[src/sv/cpsm_pkg.sv]
// Package: opcodes, register indexes and helper functions for the controller port block.
`default_nettype none
package cpsm_pkg;
  typedef enum logic [2:0] {
    OP_SET_PAD   = 3'd0,
    OP_MOTION    = 3'd1,
    OP_WRITE_IO  = 3'd2,
    OP_READ_IO   = 3'd3,
    OP_STROBE    = 3'd4,
    OP_SERIAL    = 3'd5,
    OP_AUTO_READ = 3'd6,
    OP_AUTO_REG  = 3'd7
  } opcode_t;

  localparam logic [1:0] REG_TAP       = 2'd0;
  localparam logic [1:0] REG_MOUSE     = 2'd1;
  localparam logic [1:0] REG_CONNECTED = 2'd2;

  localparam int ITEM_W = 48;
  localparam int RES_W  = 9;

  function automatic logic [7:0] clamp127(input logic signed [9:0] v);
    if (v > 10'sd127) clamp127 = 8'sd127;
    else if (v < -10'sd127) clamp127 = -8'sd127;
    else clamp127 = v[7:0];
  endfunction

  function automatic logic [15:0] rev16(input logic [15:0] s);
    for (int i = 0; i < 16; i++) rev16[i] = s[15-i];
  endfunction

  // |v|*(2+speed)/2 with truncation, sign restored, clamped
  function automatic logic [7:0] scale_axis(input logic [7:0] v, input logic [1:0] spd);
    logic [7:0]  a;
    logic [9:0]  m;
    logic [8:0]  h;
    a = v[7] ? (~v + 8'd1) : v;
    m = {2'b00, a} * ({8'd0, 2'd2} + {8'd0, spd});
    h = m[9:1];
    if (h > 9'd127) h = 9'd127;
    scale_axis = v[7] ? (~h[7:0] + 8'd1) : h[7:0];
  endfunction
endpackage
`default_nettype wire

[src/sv/controller_port_serial_multitap_mouse.sv]
// Top level: two controller ports with multitaps and serial mice behind a stream port.
// Each item passes through an input register that holds it, one layer of shallow logic
// that updates the state and forms the result, and a result register with a skid
// stage that holds the result. One item per cycle is sustained while out_tready stays high;
// the rate is set by the single state-update pass from input register to state.
`default_nettype none
module controller_port_serial_multitap_mouse #(
  parameter int SEATS = 8
) (
  input  wire logic        clk,
  input  wire logic        rst_n,
  input  wire logic        in_tvalid,
  output logic             in_tready,
  // opcode[2:0] port[3] seat[6:4] buttons[18:7] delta_x[26:19] delta_y[34:27]
  // left_button[35] right_button[36] write_value[44:37] reg_offset[47:45]
  input  wire logic [cpsm_pkg::ITEM_W-1:0] in_tdata,
  output logic             out_tvalid,
  input  wire logic        out_tready,
  // read_data[7:0] accepted[8], zero filled to 16 bits
  output logic [15:0]      out_tdata,
  input  wire logic        cfg_psel,
  input  wire logic        cfg_penable,
  input  wire logic        cfg_pwrite,
  input  wire logic [3:0]  cfg_paddr,
  input  wire logic [31:0] cfg_pwdata,
  output logic [31:0]      cfg_prdata,
  output logic             cfg_pready
);
  import cpsm_pkg::*;
  localparam int SW = $clog2(SEATS);

  // config
  logic [1:0] tap_r, mmask_r;
  logic [7:0] conn_r;
  // state
  logic [11:0] live_r [SEATS];
  logic [11:0] lat_r  [SEATS];
  logic [1:0]  bank_r;
  logic [7:0]  sidx_r [4];
  logic        strobe_r;
  logic [15:0] aw_r   [4];
  logic        aready_r;
  logic [7:0]  px_r [2], py_r [2], sx_r [2], sy_r [2];
  logic [1:0]  pb_r [2], sb_r [2];   // [0]=left [1]=right
  logic [5:0]  mpos_r [2];
  logic [1:0]  spd_r  [2];

  // input register
  logic                v_r;
  logic [ITEM_W-1:0]   it_r;
  // output + skid
  logic                ov_r, sv_r;
  logic [RES_W-1:0]    od_r, sd_r;

  assign cfg_pready = 1'b1;
  wire cfg_wr = cfg_psel & cfg_penable & cfg_pwrite;
  always_comb begin
    case (cfg_paddr[3:2])
      REG_TAP:       cfg_prdata = {30'd0, tap_r};
      REG_MOUSE:     cfg_prdata = {30'd0, mmask_r};
      REG_CONNECTED: cfg_prdata = {24'd0, conn_r};
      default:       cfg_prdata = 32'd0;
    endcase
  end

  assign in_tready = rst_n && !sv_r;
  wire take = v_r && !sv_r;  // staged item moves on when the skid is empty

  opcode_t     op;
  logic        prt;
  logic [2:0]  seat;
  logic [11:0] btn;
  logic [7:0]  dx, dy, wv;
  logic        lb, rb;
  logic [2:0]  roff;
  assign op   = opcode_t'(it_r[2:0]);
  assign prt  = it_r[3];
  assign seat = it_r[6:4];
  assign btn  = it_r[18:7];
  assign dx   = it_r[26:19];
  assign dy   = it_r[34:27];
  assign lb   = it_r[35];
  assign rb   = it_r[36];
  assign wv   = it_r[44:37];
  assign roff = it_r[47:45];

  wire [1:0] mon = mmask_r & ~tap_r;

  function automatic logic mbit(input logic [7:0] x, input logic [7:0] y,
                                input logic [1:0] b, input logic [1:0] s,
                                input logic [5:0] i);
    logic [7:0] ax, ay;
    ax = x[7] ? (~x + 8'd1) : x;
    ay = y[7] ? (~y + 8'd1) : y;
    if (i < 6'd8) mbit = 1'b0;
    else if (i == 6'd8) mbit = b[1];
    else if (i == 6'd9) mbit = b[0];
    else if (i == 6'd10) mbit = s[1];
    else if (i == 6'd11) mbit = s[0];
    else if (i < 6'd15) mbit = 1'b0;
    else if (i == 6'd15) mbit = 1'b1;
    else if (i == 6'd16) mbit = y[7];
    else if (i <= 6'd23) mbit = ay[3'(6'd23 - i)];
    else if (i == 6'd24) mbit = x[7];
    else if (i <= 6'd31) mbit = ax[3'(6'd31 - i)];
    else mbit = 1'b0;
  endfunction

  function automatic logic [15:0] prefix_word(input logic [1:0] b, input logic [1:0] s);
    // bit i of stream at bit 15-i
    prefix_word = {8'd0, b[1], b[0], s[1], s[0], 3'b000, 1'b1};
  endfunction

  // seat lookup; returns valid flag
  function automatic logic [SW:0] seat_of(input logic p, input logic line,
                                          input logic [1:0] tm, input logic [1:0] bs);
    logic bk;
    logic [2:0] base;
    bk = ~bs[p];
    base = !p ? 3'd0 : (tm[0] ? 3'd4 : 3'd1);
    if (!tm[p]) begin
      if (line) seat_of = '0;
      else if (tm[0] && p) seat_of = {1'b1, SW'(3'd4)};
      else seat_of = {1'b1, SW'({2'd0, p})};
    end else begin
      seat_of = {1'b1, SW'(base + {1'b0, bk, 1'b0} + {2'd0, line})};
    end
  endfunction

  logic [RES_W-1:0] res;
  always_comb begin
    logic [SW:0] s0, s1;
    logic        bk, d0, d1;
    logic [1:0]  ix;
    logic [15:0] w;
    logic [2:0]  slot;
    bk = tap_r[prt] ? ~bank_r[prt] : 1'b0;
    ix = {prt, bk};
    s0 = seat_of(prt, 1'b0, tap_r, bank_r);
    s1 = seat_of(prt, 1'b1, tap_r, bank_r);
    d0 = 1'b0; d1 = 1'b0; w = '0; slot = '0;
    res = '0;
    case (op)
      OP_MOTION: res[8] = mon[prt];
      OP_READ_IO: res[7:0] = {bank_r[1], bank_r[0], 6'd0};
      OP_SERIAL: begin
        if (mon[prt]) begin
          if (strobe_r) res[0] = 1'b0;
          else if (mpos_r[prt] < 6'd32)
            res[0] = mbit(sx_r[prt], sy_r[prt], sb_r[prt], spd_r[prt], mpos_r[prt]);
          else res[0] = 1'b1;
        end else begin
          if (s0[SW]) begin
            if (strobe_r) d0 = tap_r[prt] ? 1'b0 : live_r[s0[SW-1:0]][0];
            else if (sidx_r[ix] < 8'd16)
              d0 = (sidx_r[ix] < 8'd12) ? lat_r[s0[SW-1:0]][sidx_r[ix][3:0]] : 1'b0;
            else if (sidx_r[ix] == 8'd16 && tap_r[prt]) d0 = conn_r[s0[SW-1:0]];
            else d0 = 1'b1;
          end
          if (s1[SW]) begin
            if (strobe_r) d1 = 1'b1;
            else if (sidx_r[ix] < 8'd16)
              d1 = (sidx_r[ix] < 8'd12) ? lat_r[s1[SW-1:0]][sidx_r[ix][3:0]] : 1'b0;
            else if (sidx_r[ix] == 8'd16) d1 = conn_r[s1[SW-1:0]];
            else d1 = 1'b1;
          end
          res[1:0] = {d1, d0};
        end
      end
      OP_AUTO_REG: begin
        slot = {1'b0, roff[2:1]};
        if (tap_r == 2'b00) begin
          if (slot == 3'd0) w = rev16({4'd0, live_r[0]});
          else if (slot == 3'd1)
            w = mon[1] ? prefix_word(sb_r[1], spd_r[1])
                       : rev16({4'd0, live_r[1]});
          else w = '0;
        end else w = aready_r ? aw_r[slot[1:0]] : '0;
        res[7:0] = roff[0] ? w[15:8] : w[7:0];
      end
      default: res = '0;
    endcase
  end

  always_ff @(posedge clk) begin
    logic [1:0] on_prev, on_next, rise;
    logic [SW:0] st;
    logic bk;
    if (!rst_n) begin
      tap_r <= '0; mmask_r <= '0; conn_r <= 8'hff;
      for (int i = 0; i < SEATS; i++) begin live_r[i] <= '0; lat_r[i] <= '0; end
      bank_r <= '0; strobe_r <= 1'b0; aready_r <= 1'b0;
      for (int i = 0; i < 4; i++) begin sidx_r[i] <= '0; aw_r[i] <= '0; end
      for (int p = 0; p < 2; p++) begin
        px_r[p] <= '0; py_r[p] <= '0; sx_r[p] <= '0; sy_r[p] <= '0;
        pb_r[p] <= '0; sb_r[p] <= '0; mpos_r[p] <= '0; spd_r[p] <= '0;
      end
      v_r <= 1'b0; ov_r <= 1'b0; sv_r <= 1'b0;
    end else begin
      // config write: plugging a mouse clears that port's mouse state
      if (cfg_wr) begin
        on_prev = mon;
        on_next = mon;
        case (cfg_paddr[3:2])
          REG_TAP:       begin
            tap_r <= cfg_pwdata[1:0]; on_next = mmask_r & ~cfg_pwdata[1:0];
          end
          REG_MOUSE:     begin
            mmask_r <= cfg_pwdata[1:0]; on_next = cfg_pwdata[1:0] & ~tap_r;
          end
          REG_CONNECTED: conn_r <= cfg_pwdata[7:0];
          default: ;
        endcase
        rise = on_next & ~on_prev;
        for (int p = 0; p < 2; p++) if (rise[p]) begin
          px_r[p] <= '0; py_r[p] <= '0; pb_r[p] <= '0;
          sx_r[p] <= '0; sy_r[p] <= '0; mpos_r[p] <= '0; spd_r[p] <= '0;
        end
      end

      if (take) begin
        case (op)
          OP_SET_PAD: live_r[seat[SW-1:0]] <= btn;
          OP_MOTION: if (mon[prt]) begin
            px_r[prt] <= clamp127({{2{px_r[prt][7]}}, px_r[prt]} + {{2{dx[7]}}, dx});
            py_r[prt] <= clamp127({{2{py_r[prt][7]}}, py_r[prt]} + {{2{dy[7]}}, dy});
            pb_r[prt] <= {rb, lb};
          end
          OP_WRITE_IO: bank_r <= wv[7:6];
          OP_STROBE: begin
            if (wv[0] || strobe_r) begin
              for (int i = 0; i < SEATS; i++) lat_r[i] <= live_r[i];
              for (int i = 0; i < 4; i++) sidx_r[i] <= '0;
              for (int p = 0; p < 2; p++) if (mon[p]) begin
                mpos_r[p] <= '0;
                if (!wv[0]) begin
                  sx_r[p] <= scale_axis(px_r[p], spd_r[p]);
                  sy_r[p] <= scale_axis(py_r[p], spd_r[p]);
                  sb_r[p] <= pb_r[p];
                  px_r[p] <= '0; py_r[p] <= '0; pb_r[p] <= '0;
                end
              end
            end
            strobe_r <= wv[0];
          end
          OP_SERIAL: begin
            if (mon[prt]) begin
              if (strobe_r) spd_r[prt] <= (spd_r[prt] == 2'd2) ? 2'd0 : spd_r[prt] + 2'd1;
              else if (mpos_r[prt] < 6'd32) mpos_r[prt] <= mpos_r[prt] + 6'd1;
            end else begin
              bk = tap_r[prt] ? ~bank_r[prt] : 1'b0;
              if (!strobe_r && sidx_r[{prt, bk}] != 8'd255)
                sidx_r[{prt, bk}] <= sidx_r[{prt, bk}] + 8'd1;
            end
          end
          OP_AUTO_READ: begin
            for (int i = 0; i < SEATS; i++) lat_r[i] <= live_r[i];
            // the active bank of each port reads 16 shifted bits, the other restarts
            for (int i = 0; i < 4; i++)
              sidx_r[i] <= (i[0] == (tap_r[i[1]] ? ~bank_r[i[1]] : 1'b0)) ? 8'd16 : 8'd0;
            for (int p = 0; p < 2; p++) begin
              if (mon[p]) mpos_r[p] <= '0;
              for (int l = 0; l < 2; l++) begin
                st = seat_of(p[0], l[0], tap_r, bank_r);
                if (mon[p])
                  aw_r[l*2+p] <= (l == 0) ? prefix_word(sb_r[p], spd_r[p]) : '0;
                else
                  aw_r[l*2+p] <= st[SW] ? rev16({4'd0, live_r[st[SW-1:0]]}) : '0;
              end
            end
            aready_r <= 1'b1;
          end
          default: ;
        endcase
      end

      // input register
      if (in_tvalid && in_tready) v_r <= 1'b1;
      else if (take) v_r <= 1'b0;
      // output register with skid
      if (take) begin
        if (ov_r && !out_tready) sv_r <= 1'b1;
        else ov_r <= 1'b1;
      end else if (out_tready) begin
        if (sv_r) sv_r <= 1'b0;
        else ov_r <= 1'b0;
      end
    end
    if (in_tvalid && in_tready) it_r <= in_tdata;
    if (take) begin
      if (ov_r && !out_tready) sd_r <= res;
      else od_r <= res;
    end else if (out_tready && sv_r) od_r <= sd_r;
  end

  assign out_tvalid = ov_r;
  assign out_tdata  = {7'd0, od_r};

  a_skid_needs_out: assert property (@(posedge clk) disable iff (!rst_n) sv_r |-> ov_r)
    else $error("skid holds item while output empty");
  a_no_take_full: assert property (@(posedge clk) disable iff (!rst_n) sv_r |-> !in_tready)
    else $error("input open while skid full");
  a_pos_bound: assert property (@(posedge clk) disable iff (!rst_n)
    mpos_r[0] <= 6'd32 && mpos_r[1] <= 6'd32)
    else $error("mouse bit position beyond stream");
endmodule
`default_nettype wire
[config.mk]
export PLATFORM = sky130hd
export DESIGN_NAME = controller_port_serial_multitap_mouse
export DESIGN_NICKNAME = d
export VERILOG_FILES = /design/src/sv/cpsm_pkg.sv /design/src/sv/controller_port_serial_multitap_mouse.sv
export SDC_FILE = /design/constraint.sdc
export NUM_CORES = 1
export LEC_CHECK = 0
export BUFFER_PORTS_ARGS = -buffer_cell sky130_fd_sc_hd__buf_2
export CORE_MARGIN = 8
export CORE_UTILIZATION = 60
export DETAILED_ROUTE_END_ITERATION = 6
export HOLD_SLACK_MARGIN = 0.03
export PLACE_DENSITY = 0.78
export REMOVE_ABC_BUFFERS = 1
export SYNTH_ARGS = -nofsm -noshare
export SYNTH_HDL_FRONTEND = slang
export SYNTH_SLANG_ARGS = --single-unit
[constraint.sdc]
create_clock -name clk -period 5.9 [get_ports clk]
set_input_delay 1.18 -clock clk [delete_from_list [all_inputs] [get_ports clk]]
set_output_delay 1.18 -clock clk [all_outputs]
set_load 0.01 [all_outputs]
[After elaboration in Yosys (flattened, before gate mapping)]
Memory sizes are Yosys's and may differ from the RTL's. A register that Yosys moved wholly into a read port is not among the register bits.
Cells that the tools add are included.
Storage, ports and cells
  flip-flop bits (word level): 85
  bits in latches: 0
  RAM bits: 376
  ROM bits: 0
  input bits: 91
  output and inout port bits: 51
  logic and storage cells: 529
  memories kept: 12
Operators by class
  add/sub/neg operators: 24
  multiply operators: 4
  div/mod/pow operators: 0
  order comparisons: 21
  eq/ne operators: 23
  shift operators: 0
  multiplexer cells: 318
  bitwise gates (word level): 84
  reductions and logical operators: 31
Memory list
  lat_r: words 8, width 12, read ports 2, clocked after Yosys merged registers in 0, write ports 8, RTL line controller_port_serial_multitap_mouse.sv:37  | logic [11:0] lat_r [SEATS];
  live_r: words 8, width 12, read ports 13, clocked after Yosys merged registers in 0, write ports 8, RTL line controller_port_serial_multitap_mouse.sv:36  | logic [11:0] live_r [SEATS];
  aw_r: words 4, width 16, read ports 1, clocked after Yosys merged registers in 1, write ports 4, RTL line controller_port_serial_multitap_mouse.sv:41  | logic [15:0] aw_r [4];
  sidx_r: words 4, width 8, read ports 1, clocked after Yosys merged registers in 0, write ports 4, RTL line controller_port_serial_multitap_mouse.sv:39  | logic [7:0] sidx_r [4];
  px_r: words 2, width 8, read ports 3, clocked after Yosys merged registers in 1, write ports 3, RTL line controller_port_serial_multitap_mouse.sv:43  | logic [7:0] px_r [2], py_r [2], sx_r [2], sy_r [2];
  py_r: words 2, width 8, read ports 3, clocked after Yosys merged registers in 1, write ports 3, RTL line controller_port_serial_multitap_mouse.sv:43
  +6 memories
Operators by type and width (number)
  two-way mux 8 bit: 76
  two-way mux 16 bit: 17
  two-way mux 12 bit: 17
  two-way mux 1 bit: 149
  adder 8 x 1 -> 8 bit (second input constant): 11
  inverter 8 bit: 10
  two-way mux 4 bit: 17
  bitwise OR 1 bit: 62
  multiplier 8 x 3 -> 10 bit: 4
  > comparator 9 x 7 -> 1 bit (second input constant): 4
  two-way mux 6 bit: 6
  equality test 6 x 4 -> 1 bit (second input constant): 5
  two-way mux 2 bit: 14
  two-way mux 9 bit: 3
  one-hot mux 8 bit (3 select lines): 1
  two-way mux 5 bit: 4
  adder 8 x 8 -> 9 bit: 2
  > comparator 9 x 8 -> 1 bit (second input constant): 2
  < comparator 9 x 8 -> 1 bit (second input constant): 2
  AND reduction 2 bit: 9
  < comparator 3 x 4 -> 1 bit (second input constant): 4
  two-way mux 3 bit: 5
  binary-select mux 1 bit (select 3 bit): 4
  equality test 3 bit (second input constant): 4
  other kinds (39): 73

[Depth between registers and ports, before layout]
  word-level depth: 22
  mapped depth: 26
  gate-level depth less buffers: 25

[Worst setup path after synthesis]
OpenSTA, ideal clock, no wires.
  kind: register to register
  start: mem spd_r[1][1]
  end: mem sy_r[1][6], data pin
  library setup time: 0.270 ns
  data arrival time: 4.401 ns
  required time: 5.630 ns
  path slack: 1.229 ns
  cell stages (with the launch flop): 24
  buffers on the path: 3
  period minus slack after synthesis: 4.671 ns
  cells stage by stage: edfxtp_1 -> clkbuf_1 -> buf_1 -> o22ai_1 -> a21oi_1 -> ha_1 -> inv_1 -> fa_1 -> nor2b_1 -> o21ai_1 -> a21oi_1 -> nand4b_1 -> a2bb2oi_1 -> or4_1 -> and3_1 -> clkbuf_1 -> nor2_1 -> ha_1 -> nand3_1 -> or3b_2 -> nand2_1 -> mux2i_1 -> nand2_1 -> a21oi_1
RTL lines
  start: declaration: RTL line controller_port_serial_multitap_mouse.sv:46  | logic [1:0] spd_r [2];
  end: declaration: RTL line controller_port_serial_multitap_mouse.sv:43

==> impl_results.md <==
- 1st-pass router iterations: 7
- Crit start category: register
- Final Slew Violations: 0
- Transition time of the tightest slew-check pin: 1.08 ns
- Layout cell share with drive strength beyond 1: 13.3%
- Via Count: 19800
- Final setup fails: 0
- Drt first-iter violations: 2175
- Post-synthesis register bit count: 445
- RSZ-0062 raised after global routing: no
- Core ar.: 0.0441 mm^2
- Internal power: 5.49 mW
- PD cells: 247 mW/mm^2
- Die area: 0.0516 mm^2
- Seq/Total Area, Yosys: 47.4%
- HPWL after DPL: 51900 um
- Postcts setup bufs: 0
- Logic pwr share: 7.2%
- Wirelength per Cell: 22.8 um
- Synth unique cells: 94
- Post-DP Area: 0.0275 mm^2
- Skew final: 0.0171 ns
- Post-DRT Antenna Nets: 0
- Worst VDD drop: 0.200 mV
- Total wire length: 71100 um
- F_max: 194 MHz
- Worst-path cell chain: buf_4, mux2_2, o22ai_1, a21oi_1, ha_1, inv_1, fa_1, nor2b_1, o21ai_0, a21boi_0, o21a_1, nor2_1, o32a_1, nor2_1, ha_1, nand3_1, or3_1, mux2_2, or3_1, o21ai_1
- Post-synth top flop: edfxtp_1
- Inserted Clock Buffers: 46
- Synth Instances: 2472
- Final #Nets: 2682
- Total grt overflow: 0
- Overall power: 7.17 mW
- Total GRT Usage: 27.4%
- Input/output buffers: 78
- Post-layout util: 65.8%
- Clk pin slew, worst setup/hold paths: 0.06 ns
- Bufs and invs on worst path: 2
- Synthesized cell area: 0.0268 mm^2
- Critical path fanouts, max: 19
- Status: finished clean
- Sw frac: 23.4%
- Max-cap viol count: 0
- Via density: 6.34
- CP max stage cell: edfxtp_1
- Die W: 227 um
- CP top delay family: simple AND/OR/NAND/NOR gates
- Clk Latency, worst-skew pair: 0.60 ns
- Synth area leaders: edfxtp_1, mux4_2, mux2i_1
- Tcrit/Tclk final: 87.5%
- Die height: 227 um
- Slew headroom: 26.0%
- GPL Wtd Cong: 0.957
- CP endpoint kind: register
- Post-cts resize count: 0
- Yosys warns: 0
- H-tree depth: 2
- Area Overhead vs Synth: 8.53%
- Sequential Power Share: 50.8%
- Clock buffer depth: 3
- Post-synth EDFFs: 378
- Final instance area: 0.0290 mm^2
- Clock sink count: 445
- Switching power: 1.68 mW
- Hold path startpoint: pb_r[1][1]
- Final worst slack: 0.738 ns
- Worst hold path type: register to register
- Critical path type: register to register
- Initial antenna violation count: 1
- Crit path from: spd_r[0][1]
- Min cycle time layout: 5.16 ns
- Final Hold Fails: 0
- Yosys top cell area share: 42.4%
- Async S/R FF share, synth: 0%
- Vias in the first global route: 19400
- Post-synth top area cell: edfxtp_1
- Row count: 77
- P_leak: 11.3 nW
- Worst Path Arrival: 5.60 ns
- CTS tree: yes
- IO Pins: 142
- Largest net degree at the start of global routing: 73
- DRC viols: 0
- Fin Setup TNS: 0 ns
- Place WS: 0.836 ns
- CP required: 6.34 ns
- Max incr delay on CP: 0.53 ns
- CTS Hold Buffers Added: 0
- Clock network fraction of total power: 42.0%
- First-pass GRT wire length: 110000 um
- Clock Tree Root: clkbuf_16
- Starting density of the core: 60.6%
- Synth Area per Inst: 10.8 um^2
- FF-to-FF Start: spd_r[0][1]
-- worst register-to-register path, delay by kind of cell, from the launching register on --
| kind | cells | cell delay (ns) |
|---|---|---|
| and+or+nand+nor | 6 | 1.23 |
| DFF | 1 | 0.53 |
| muxes | 2 | 0.64 |
| adders and majority gates | 3 | 1.03 |
| AOI/OAI and AO/OA | 7 | 1.20 |
| buffers and inverters | 2 | 0.39 |
-- Yosys cell counts, types with 7 or more instances --
cell,n
clkbuf_1,104
xor2_1,27
mux2_2,36
ha_1,90
a21oi_1,109
o22ai_1,17
edfxtp_1,378
nor2b_1,37
nor2_1,248
buf_2,21
xnor2_1,42
nor3b_1,12
buf_1,9
and3_1,16
nand3b_1,10
nand2_1,200
o21a_1,13
inv_1,68
nor3_1,37
or3_1,22
o32ai_1,7
dfxtp_1,67
a31oi_1,22
nand3_1,55
o21ai_0,84
a22oi_1,13
a311oi_1,13
o211ai_1,7
buf_4,41
o21bai_1,8
a21o_1,18
nor4_1,10
a22o_1,13
a211oi_1,15
nand2b_1,33
o31ai_1,8
mux2i_1,155
and2_1,217
mux4_2,71
-- per-stage QoR --
stage | hold WS [ns] | std cells
after floorplan | 0.443 | 2323
after global placement | 0.453 | 3039
after detailed placement | 0.457 | 3039
after CTS | 0.465 | 3124
after global routing | 0.489 | 3124
final | 0.464 | 3125
-- path summary, 6_finish.rpt --
| kind | end | slack (ns) | cells after the start |
|---|---|---|---|
| hold reg to reg | pb_r[1][1] | 0.46 | 2 |
| setup / recovery | sx_r[0][6] | 0.74 | 20 |
| hold / removal | pb_r[1][1] | 0.46 | 2 |
| setup reg to reg | sx_r[0][6] | 0.74 | 20 |
-- power groups by stage --
stage	registers [mW]	logic, mW	clock network [mW]
final	3.64	0.515	3.01
after global routing	3.65	0.555	3.16
after CTS	3.63	0.508	3.04
after detailed placement	3.70	0.504	0
after global placement	3.69	0.490	0
after floorplan	3.66	0.332	0
-- metal layers --
layer  up-vias  GRT usage (%)  share of wire (%)
li1       9016              -                  -
met1      9489           38.2                 41
met2      1133           40.7                 43
met3       176           8.17                 13
met4         0           9.33                3.1
met5         -              0                  0
-- cell families after synthesis --
group,synth area share (%)
AOI/OAI and AO/OA,9.63
other,0.0281
adders and majority gates,4.81
xor gates and xnor gates,2.26
and+or+nand+nor,18.0
muxes,13.5
DFF,47.4
buffers and inverters,4.32
-- flip-flops by register name, summed over array words and instances, names as in the netlist, 2 cells and up, named ones only --
register and cells:
lat_r 96, sd_r 9, px_r 16, sy_r 16
tap_r 2, live_r 96, spd_r 4, aw_r 50
py_r 16, sb_r 4, od_r 9, mmask_r 2
pb_r 4, mpos_r 12, bank_r 2, it_r 43
sidx_r 32, conn_r 8, sx_r 16
-- placed cells by master, fill, tap and decap left out, types with 15 or more instances in the layout --
cell / count
and3_1: 16
mux4_2: 71
ha_1: 90
o21ai_0: 84
dfxtp_1: 65
conb_1: 32
and2_1: 217
mux2_2: 36
mux2i_1: 155
inv_1: 67
a21oi_1: 109
nand2b_1: 33
nand2_1: 200
nor2b_1: 36
xnor2_1: 42
nor2_1: 247
a211oi_1: 15
nand3_1: 55
nor3_1: 37
o22ai_1: 17
buf_4: 46
a21o_1: 18
xor2_1: 27
edfxtp_1: 378
a31oi_1: 22
or3_1: 22
clkbuf_16: 48
buf_2: 78
-- final cells by class --
type / instances / area (um^2)
Fill cell: 3304 / 15100
Multi-Input combinational cell: 1805 / 13000
Sequential cell: 445 / 12700
Clock buffer: 58 / 1250
Tap cell: 592 / 741
Timing Repair Buffer: 124 / 736
Clock inverter: 27 / 308
Inverter: 73 / 274
Antenna cell: 1 / 2.50
No activity file was read; power rests on OpenSTA's default activity.
